===== config.mk =====
export PLATFORM = sky130hd
export DESIGN_NAME = cutoff_neighbor_sort
export DESIGN_NICKNAME = d
export VERILOG_FILES = /design/src/hw/rtl/cns_pkg.sv /design/src/hw/rtl/cns_ctrl.sv /design/src/hw/rtl/cns_dpath.sv /design/src/hw/rtl/cutoff_neighbor_sort.sv
export SDC_FILE = /design/constraint.sdc
export NUM_CORES = 2
export LEC_CHECK = 0
export ABC_CLOCK_PERIOD_IN_PS = 16170
export BUFFER_PORTS_ARGS = -buffer_cell sky130_fd_sc_hd__clkbuf_2
export CORE_MARGIN = 2
export CORE_UTILIZATION = 30
export DETAILED_ROUTE_END_ITERATION = 8
export GPL_TIMING_DRIVEN = 0
export SLEW_MARGIN = 10
export SYNTH_ARGS = -nofsm -noshare
export SYNTH_HDL_FRONTEND = slang
export SYNTH_SLANG_ARGS = --single-unit
export TNS_END_PERCENT = 20

===== constraint.sdc =====
create_clock -name clk_i -period 16.17 [get_ports clk_i]
set_input_delay 3.234 -clock clk_i [delete_from_list [all_inputs] [get_ports clk_i]]
set_output_delay 3.234 -clock clk_i [all_outputs]
set_load 0.02 [all_outputs]

===== src/hw/rtl/cns_pkg.sv =====
`timescale 1ns / 1ps
package cns_pkg;
  localparam int unsigned DistW = 32;
  localparam int unsigned IdxW = 16;
  localparam int unsigned NumCfg = 4;
  localparam int unsigned CfgIdxW = 2;

  typedef enum logic [2:0] {
    StIdle = 3'b001,
    StEmit = 3'b010,
    StDone = 3'b100
  } state_e;

  typedef struct packed {
    logic insert;
    logic emit_start;
    logic emit_step;
    logic clear;
  } ctrl_t;

  typedef struct packed {
    logic empty;
    logic emit_last;
  } stat_t;
endpackage


===== src/hw/rtl/cns_ctrl.sv =====
`timescale 1ns / 1ps
module cns_ctrl (
  input  logic           clk_i,
  input  logic           rst_ni,
  input  logic           start_i,
  input  logic           op_i,
  input  logic           keep_i,
  input  cns_pkg::stat_t stat_i,
  output cns_pkg::ctrl_t ctrl_o,
  output logic           busy_o,
  output logic           valid_o
);
  import cns_pkg::*;

  state_e state_q, state_d;
  logic   acc;

  assign acc = start_i && (state_q == StIdle);
  assign busy_o = (state_q != StIdle);

  always_comb begin
    state_d = state_q;
    ctrl_o = '0;
    valid_o = 1'b0;
    unique case (state_q)
      StIdle: begin
        if (acc && !op_i) begin
          ctrl_o.insert = keep_i;
        end else if (acc && op_i) begin
          ctrl_o.emit_start = 1'b1;
          state_d = StEmit;
        end
      end
      StEmit: begin
        valid_o = 1'b1;
        ctrl_o.emit_step = 1'b1;
        if (stat_i.empty || stat_i.emit_last) begin
          ctrl_o.clear = 1'b1;
          state_d = StIdle;
        end
      end
      StDone: state_d = StIdle;
      default: state_d = StIdle;
    endcase
  end

  always_ff @(posedge clk_i or negedge rst_ni) begin
    if (!rst_ni) begin
      state_q <= StIdle;
    end else begin
      state_q <= state_d;
    end
  end
endmodule


===== src/hw/rtl/cns_dpath.sv =====
`timescale 1ns / 1ps
module cns_dpath #(
  parameter int unsigned MaxN = 32,
  parameter int unsigned NumTypes = 2
) (
  input  logic                      clk_i,
  input  logic                      rst_ni,
  input  logic                      cfg_we_i,
  input  logic [cns_pkg::CfgIdxW-1:0] cfg_idx_i,
  input  logic [cns_pkg::DistW-1:0] cfg_data_i,
  input  logic [15:0]               center_index_i,
  input  logic                      center_type_i,
  input  logic [15:0]               neighbor_index_i,
  input  logic                      neighbor_type_i,
  input  logic [cns_pkg::DistW-1:0] dist_sq_i,
  input  cns_pkg::ctrl_t            ctrl_i,
  output cns_pkg::stat_t            stat_o,
  output logic                      keep_o,
  output logic [15:0]               center_index_res_o,
  output logic [15:0]               neighbor_out_o,
  output logic [4:0]                rank_o,
  output logic [5:0]                neighbor_count_o,
  output logic                      has_neighbor_o,
  output logic                      overflow_o
);
  import cns_pkg::*;
  localparam int unsigned CntW = $clog2(MaxN + 1);

  logic [DistW-1:0] cut_q [NumCfg];
  logic [IdxW-1:0]  idx_q [MaxN];
  logic [DistW-1:0] dist_q [MaxN];
  logic [CntW-1:0]  cnt_q;
  logic             ovf_q;
  logic [CntW-1:0]  ptr_q;
  logic [15:0]      ctr_q;
  logic             ct, nt;
  logic [MaxN-1:0]  gt;
  logic             full;

  assign ct = (NumTypes > 1) ? center_type_i : 1'b0;
  assign nt = (NumTypes > 1) ? neighbor_type_i : 1'b0;
  assign keep_o = (neighbor_index_i != center_index_i) &&
                  (dist_sq_i < cut_q[{ct, nt}]);
  assign full = (cnt_q == CntW'(MaxN));

  always_comb begin
    for (int i = 0; i < MaxN; i++) begin
      gt[i] = (CntW'(i) < cnt_q) && (dist_q[i] > dist_sq_i);
    end
  end

  always_ff @(posedge clk_i) begin
    if (ctrl_i.insert) begin
      for (int i = 0; i < MaxN; i++) begin
        if (gt[i] || (CntW'(i) == cnt_q)) begin
          if (i > 0 && gt[i - ((i > 0) ? 1 : 0)] && i != 0) begin
            idx_q[i]  <= idx_q[i-1];
            dist_q[i] <= dist_q[i-1];
          end else begin
            idx_q[i]  <= neighbor_index_i;
            dist_q[i] <= dist_sq_i;
          end
        end
      end
    end
    if (ctrl_i.emit_start) ctr_q <= center_index_i;
  end

  always_ff @(posedge clk_i or negedge rst_ni) begin
    if (!rst_ni) begin
      for (int i = 0; i < NumCfg; i++) begin
        cut_q[i] <= '0;
      end
    end else begin
      if (cfg_we_i) cut_q[cfg_idx_i] <= cfg_data_i;
    end
  end

  always_ff @(posedge clk_i or negedge rst_ni) begin
    if (!rst_ni) begin
      cnt_q <= '0;
      ovf_q <= 1'b0;
      ptr_q <= '0;
    end else begin
      if (ctrl_i.insert) begin
        if (full) ovf_q <= 1'b1;
        else cnt_q <= cnt_q + 1'b1;
      end
      if (ctrl_i.emit_start) ptr_q <= '0;
      else if (ctrl_i.emit_step) ptr_q <= ptr_q + 1'b1;
      if (ctrl_i.clear) begin
        cnt_q <= '0;
        ovf_q <= 1'b0;
      end
    end
  end

  assign stat_o.empty = (cnt_q == '0);
  assign stat_o.emit_last = (ptr_q + 1'b1 == cnt_q);
  assign center_index_res_o = ctr_q;
  assign neighbor_out_o = stat_o.empty ? '0 : idx_q[ptr_q[$clog2(MaxN)-1:0]];
  assign rank_o = stat_o.empty ? '0 : 5'(ptr_q);
  assign neighbor_count_o = 6'(cnt_q);
  assign has_neighbor_o = !stat_o.empty;
  assign overflow_o = ovf_q;
endmodule


===== src/hw/rtl/cutoff_neighbor_sort.sv =====
`timescale 1ns / 1ps
// Cutoff neighbor list, sorted by squared distance.
// Command channel: start_i with op_i and payload, accepted when busy_o is low.
// A candidate (op 0) is filtered against the type-pair cutoff and inserted
// in sorted order in the cycle it is accepted; one candidate per cycle.
// An end item (op 1) emits the list: results appear one per cycle, starting
// the cycle after acceptance, each marked by result_valid_o; last_o flags
// the final beat. An empty list gives one beat with has_neighbor_o low.
// busy_o stays high while the beats of an end item are emitted.
// Config: cfg_we_i writes cfg_data_i to cutoff register cfg_idx_i.
// Reset clears the list count, the overflow flag, the controller and the
// cutoff registers. The receiver cannot stall: every beat is
// presented for exactly one cycle.
module cutoff_neighbor_sort #(
  parameter int unsigned MAX_NEIGHBORS = 32,
  parameter int unsigned NUM_TYPES = 2
) (
  input  logic        clk_i,
  input  logic        rst_ni,
  input  logic        cfg_we_i,
  input  logic [1:0]  cfg_idx_i,
  input  logic [31:0] cfg_data_i,
  input  logic        start_i,
  output logic        busy_o,
  input  logic        op_i,
  input  logic [15:0] center_index_i,
  input  logic        center_type_i,
  input  logic [15:0] neighbor_index_i,
  input  logic        neighbor_type_i,
  input  logic [31:0] dist_sq_i,
  output logic        result_valid_o,
  output logic [15:0] center_index_res_o,
  output logic [15:0] neighbor_out_o,
  output logic [4:0]  rank_o,
  output logic [5:0]  neighbor_count_o,
  output logic        has_neighbor_o,
  output logic        overflow_o,
  output logic        last_o
);
  import cns_pkg::*;
  ctrl_t ctrl;
  stat_t stat;
  logic  keep;

  cns_ctrl u_ctrl (
    .clk_i, .rst_ni, .start_i, .op_i, .keep_i(keep), .stat_i(stat),
    .ctrl_o(ctrl), .busy_o, .valid_o(result_valid_o)
  );

  cns_dpath #(.MaxN(MAX_NEIGHBORS), .NumTypes(NUM_TYPES)) u_dpath (
    .clk_i, .rst_ni, .cfg_we_i, .cfg_idx_i, .cfg_data_i, .center_index_i,
    .center_type_i, .neighbor_index_i, .neighbor_type_i, .dist_sq_i,
    .ctrl_i(ctrl), .stat_o(stat), .keep_o(keep), .center_index_res_o,
    .neighbor_out_o, .rank_o, .neighbor_count_o, .has_neighbor_o, .overflow_o
  );

  assign last_o = stat.empty || stat.emit_last;
endmodule

Yosys cells after proc, flatten, opt, wreduce, memory -nomap -nowiden --
Memories as Yosys holds them, arrays and structs flattened. Index checks and enable logic that the tools add are counted.
Storage, ports and cells: input port bits 105, RAM bits 1536, register bits 160, memories 2, word-level logic and storage cells 605
Cells by class: eq/ne operators 41, bitwise operators 64, $add $sub $neg 2, order comparisons 68, muxes and demuxes 340, reductions and logical operators 79
Memory list:
- u_dpath.dist_q | words 32, bits a word 32, rd ports 32, clocked after Yosys merged registers in 0, wr ports 32, RTL line cns_dpath.sv:31 | logic [DistW-1:0] dist_q [MaxN];
- u_dpath.idx_q | words 32, bits a word 16, rd ports 32, clocked after Yosys merged registers in 0, wr ports 32, RTL line cns_dpath.sv:30 | logic [IdxW-1:0] idx_q [MaxN];
Operators with widths (number):
- $mux W32 | 34
- $gt A32 B32 Y1 | 32
- $mux W16 | 32
- $mux W1 | 259
- $bwmux W128 | 1
- $eq A5 B6 Y1 const A | 16
- $lt A5 B6 Y1 const A | 16
- $bmux W32 S2 | 1
- $demux W32 S2 | 1
- $or A1 B1 Y1 | 62
- $eq A4 B6 Y1 const A | 8
- $lt A4 B6 Y1 const A | 8
- $logic_and A1 B1 Y1 | 37
- $logic_or A1 B1 Y1 | 33
- $lt A32 B32 Y1 | 1
- $mux W6 | 5
- $eq A3 B6 Y1 const A | 4
- $lt A3 B6 Y1 const A | 4
- $ne A16 B16 Y1 | 1
- $add A6 B1 Y6 const B | 2
- $eq A2 B6 Y1 const A | 2
- $lt A1 B6 Y1 const A | 2
- $lt A2 B6 Y1 const A | 2
- $mux W3 | 3
- 18 further kinds | 28

Logic depth before layout (Yosys ltp) --
depth after elaboration 11, mapped depth 17, gate-level depth less buffers 12

Cells and area by module --
A second synthesis with hierarchy kept.
Unflattened totals: cell total of the unflattened synthesis 7394, area total of the unflattened synthesis 101514.9 µm²
By module, submodules not included:
- cns_dpath | instances 1, area an instance 101379.7 µm², seq. area each 50133.1 µm², cells each 7381
- cns_ctrl | instances 1, area an instance 128.9 µm², seq. area each 51.3 µm², cells each 12
- cutoff_neighbor_sort | instances 1, area an instance 6.3 µm², seq. area each 0.0 µm², cells each 1

Worst setup path after synthesis --
OpenSTA, ideal clock, no wires.
path kind in2reg, start in neighbor_type_i, end mem u_dpath.dist_q[31][0], in the netlist u_dpath.dist_q[1][480] (enable), slack 6157 ps, stages 12, buffers on the path 3, data arrival time 9500 ps, cells stage by stage clkbuf_1 -> buf_1 -> mux4_2 -> inv_1 -> ha_1 -> a21o_1 -> a221o_1 -> a2111oi_0 -> and4bb_4 -> nor2_8 -> buf_6 -> nor3_1
RTL lines:
- start, declared | RTL line cutoff_neighbor_sort.sv:29 | input logic neighbor_type_i,
- end, declared | RTL line cns_dpath.sv:31

Worst setup path after layout --
start reg u_dpath.ptr_q[0], end out neighbor_out_o[15]
On the way: longest elaborated chain between the ends 2
Ends and longest elaborated chain:
- start, declared | RTL line cns_dpath.sv:34 | logic [CntW-1:0] ptr_q;
- start signal, assigned | RTL line cns_dpath.sv:90 | else if (ctrl_i.emit_step) ptr_q <= ptr_q + 1'b1;
- $mem_v2 Z32 W16
- $mux W16 | RTL line cns_dpath.sv:101 | assign neighbor_out_o = stat_o.empty ? '0 : idx_q[ptr_q[$clog2(MaxN)-1:0]];
- end, declared | RTL line cutoff_neighbor_sort.sv:33 | output logic [15:0] neighbor_out_o,
Every way passes these cells.

==> impl_metrics.csv <==
group,metric,value,unit
final_layout,multi_input_area,47230,um2
power_and_ir_drop,powerDensity,95.99,nW/um2
yosys,ys.flop_type,"edfxtp_1",
global_route,busiest_layer,"met2",
yosys,syn_area,99620,um2
die,die_h,580.3,um
setup_path,critPathBufInv,4,
setup_path,worstPathArrival,5.36,ns
setup_path,cp_common_cell,"buf_2",
timing,setup_violations,0,
setup_path,max_stage_delay,1.07,ns
setup_path,slowest_stage,"clkbuf_1",
clock_network,cts_sinks,1695,
setup_path,worst_setup_path_end_kind,"output port",
yosys,ys_types,83,
clock_network,holdBufCountCts,0,
timing,holdWs,0.4978,ns
global_route,use_met2,30.04,%
global_route,grt_pass1_wl,448.6,mm
routing,vias,65150,
routing,drt-total-wl,308.9,mm
routing,viasPerCell,5.457,
power_and_ir_drop,finalPower,10.94,mW
global_route,grt_pass1_vias,67558,
final_layout,regArea,50180,um2
die,coreArea,330500,um2
final_layout,post-route-cell-area,113900,um2
timing,slew_viol_final,0,
yosys,avgSynthCellArea,14.25,um2
timing,fin_setup_tns,0,ns
die,boundaryPins,153,
setup_path,crit_family,"buffers and inverters",
setup_path,critical_path_class,"reg -> out",
global_route,grt_remaining_overflow,0,
timing,rsz0062_at_grt,"false",
global_route,grt_max_degree,80,
power_and_ir_drop,ir_drop,88.87,uV
clock_network,cts_tree,"built",
flow_run,max_cap_viol_count,0,
clock_network,clock_path_buffers,4,
die,rows,211,
place,place.gp.congestion,0.9427,
hold_path,min_path_type,"reg -> reg",
clock_network,cts_htree_levels,4,
place,portBuffers,150,
final_layout,final_common_cell,"mux2_2",
setup_path,cp-start-kind,"flop",
global_route,gr-usage-met3,3.004,%
yosys,ys_ff_latch,1695,
routing,drc,0,
clock_network,cts_buffers,194,
routing,drt_pass1_iterations,6,
die,initial_core_util,30.14,%
yosys,async_flop_share,8.437,%
outcome,outcome,"complete, no violations",
final_layout,final_cell_mix,"mux2_2, edfxtp_1, ha_1, a21oi_1, clkbuf_1",
yosys,synth_edf_count,1552,
timing,finalCriticalPeriod,8.594,ns
die,die_w,580.3,um
timing,hold_viol,0,
clock_network,cts_setup_buffers,0,
final_layout,fill_cells,31808,
timing,clock_skew,0.04589,ns
final_layout,layout-drive-gt1-share,33.14,%
timing,relSlewSlack,6.726,%
clock_network,clk_pin_slew,0.06,ns
power_and_ir_drop,p_leak,40.83,nW
clock_network,cts_resized,0,
routing,wl_per_cell,25.88,um
yosys,synth_nets,8155,
timing,tightestPinTransition,1.399,ns
setup_path,cp.required,12.94,ns
timing,clock.fmax,0.1164,GHz
yosys,synthCells,6991,
routing,first_iter_violations,5920,
clock_network,cts_root_buf,"clkbuf_16",
setup_path,path_max_fanout,10,
timing,period_share,53.15,%
global_route,grt_use_met1,22.71,%
final_layout,area_growth,14.38,%
yosys,ys_seq_area_share,50.38,%
routing,ant_nets,0,
place,dpl-instance-area,107900,um2
die,dieArea,336700,um2
final_layout,final_core_util,34.47,%
final_layout,fin_nets,8586,
global_route,grt_usage,17.85,%
global_route,antenna_found_initial,22,
clock_network,clock_latency,0.87,ns
place,hpwl,242.5,mm
setup_path,cp_cell_sequence,"buf_2 -> buf_2 -> clkbuf_1 -> mux2i_1 -> o221ai_1 -> o22ai_1 -> a211oi_1 -> a21oi_1 -> nor2_1 -> clkbuf_2",
yosys,ys_warn_count,0,
-- synth_stat cells, types with 31 or more instances --
master | count | area share, %
mux2_2 | 1555 | 18
edfxtp_1 | 1552 | 47
ha_1 | 1059 | 13
a21oi_1 | 304 | 1.5
o21ai_0 | 215 | 1.1
nor2_1 | 207 | 0.78
nand4_1 | 202 | 1.3
clkbuf_1 | 196 | 0.74
mux4_2 | 185 | 4.2
nand2_1 | 162 | 0.61
dfrtp_1 | 142 | 3.6
inv_1 | 125 | 0.47
a211oi_1 | 93 | 0.70
nand3_1 | 87 | 0.44
buf_2 | 78 | 0.39
a21o_1 | 73 | 0.55
nor3_1 | 73 | 0.37
mux2_1 | 61 | 0.69
o211ai_1 | 57 | 0.43
buf_6 | 53 | 0.60
nor2b_1 | 41 | 0.26
buf_4 | 31 | 0.23
-- layout make-up --
cell class                 count  area share [%]
sequential                  1695           44.04
multi-input combinational   4788           41.45
tap                         4366           4.794
clock buffer                 252           4.716
timing repair buffer         235           2.215
buffer                       381           1.799
clock inverter                87          0.5512
inverter                     127          0.4184
antenna                        7         0.01537
-- through the flow --
stage	std cells	setup WS, ns
finish	11938	7.576
global placement	11507	2.278
global route	11932	7.520
detailed placement	11592	6.717
floorplan	6991	6.157
CTS	11931	7.598
-- metal layers --
layer,share of wire [%],up-vias,wire (um)
met1,41,33545,126700
met5,0.022,-,69
met3,7.0,511,21740
met2,48,2318,147700
met4,4.1,8,12820
li1,-,28768,-
-- report_power, final --
| group | switching, mW | internal, mW | total (mW) |
|---|---|---|---|
| Sequential | 0.0740 | 4.89 | 4.96 |
| Clock | 1.86 | 2.45 | 4.32 |
| Combinational | 1.03 | 0.623 | 1.66 |
| Total | 2.97 | 7.97 | 10.9 |
-- worst paths after layout --
check	start	end	slack (ns)	cells after the start
worst max-delay path	u_dpath.ptr_q[0]	neighbor_out_o[15]	7.58	10
worst max register to register	u_dpath.cut_q[127]	u_dpath.idx_q[23][7]	10.41	14
worst min register to register	u_dpath.cut_q[27]	u_dpath.cut_q[27]	0.50	1
min in group asynchronous	rst_ni	u_dpath.cut_q[54]	2.44	1
worst min-delay path	u_dpath.cut_q[27]	u_dpath.cut_q[27]	0.50	1
max in group asynchronous	rst_ni	u_dpath.cut_q[13]	12.89	2
-- cells by family after synthesis --
family,Yosys count,share of synthesized area (%)
xor gates and xnor gates,25,0.2198
DFF,1695,50.38
adders and majority gates,1059,13.30
and+or+nand+nor,918,4.759
AOI/OAI and AO/OA,958,6.096
muxes,1828,22.72
buffers and inverters,508,2.528
-- state kept, by name, summed over array words and instances (netlist names) --
name / flops
u_dpath.center_index_res_o: 16
u_ctrl.state_q: 2
u_dpath.neighbor_count_o: 6
u_dpath.overflow_o: 1
u_dpath.idx_q: 512
u_dpath.cut_q: 128
u_dpath.dist_q: 1024
u_dpath.ptr_q: 6
Power figures use the tool's default switching activity.
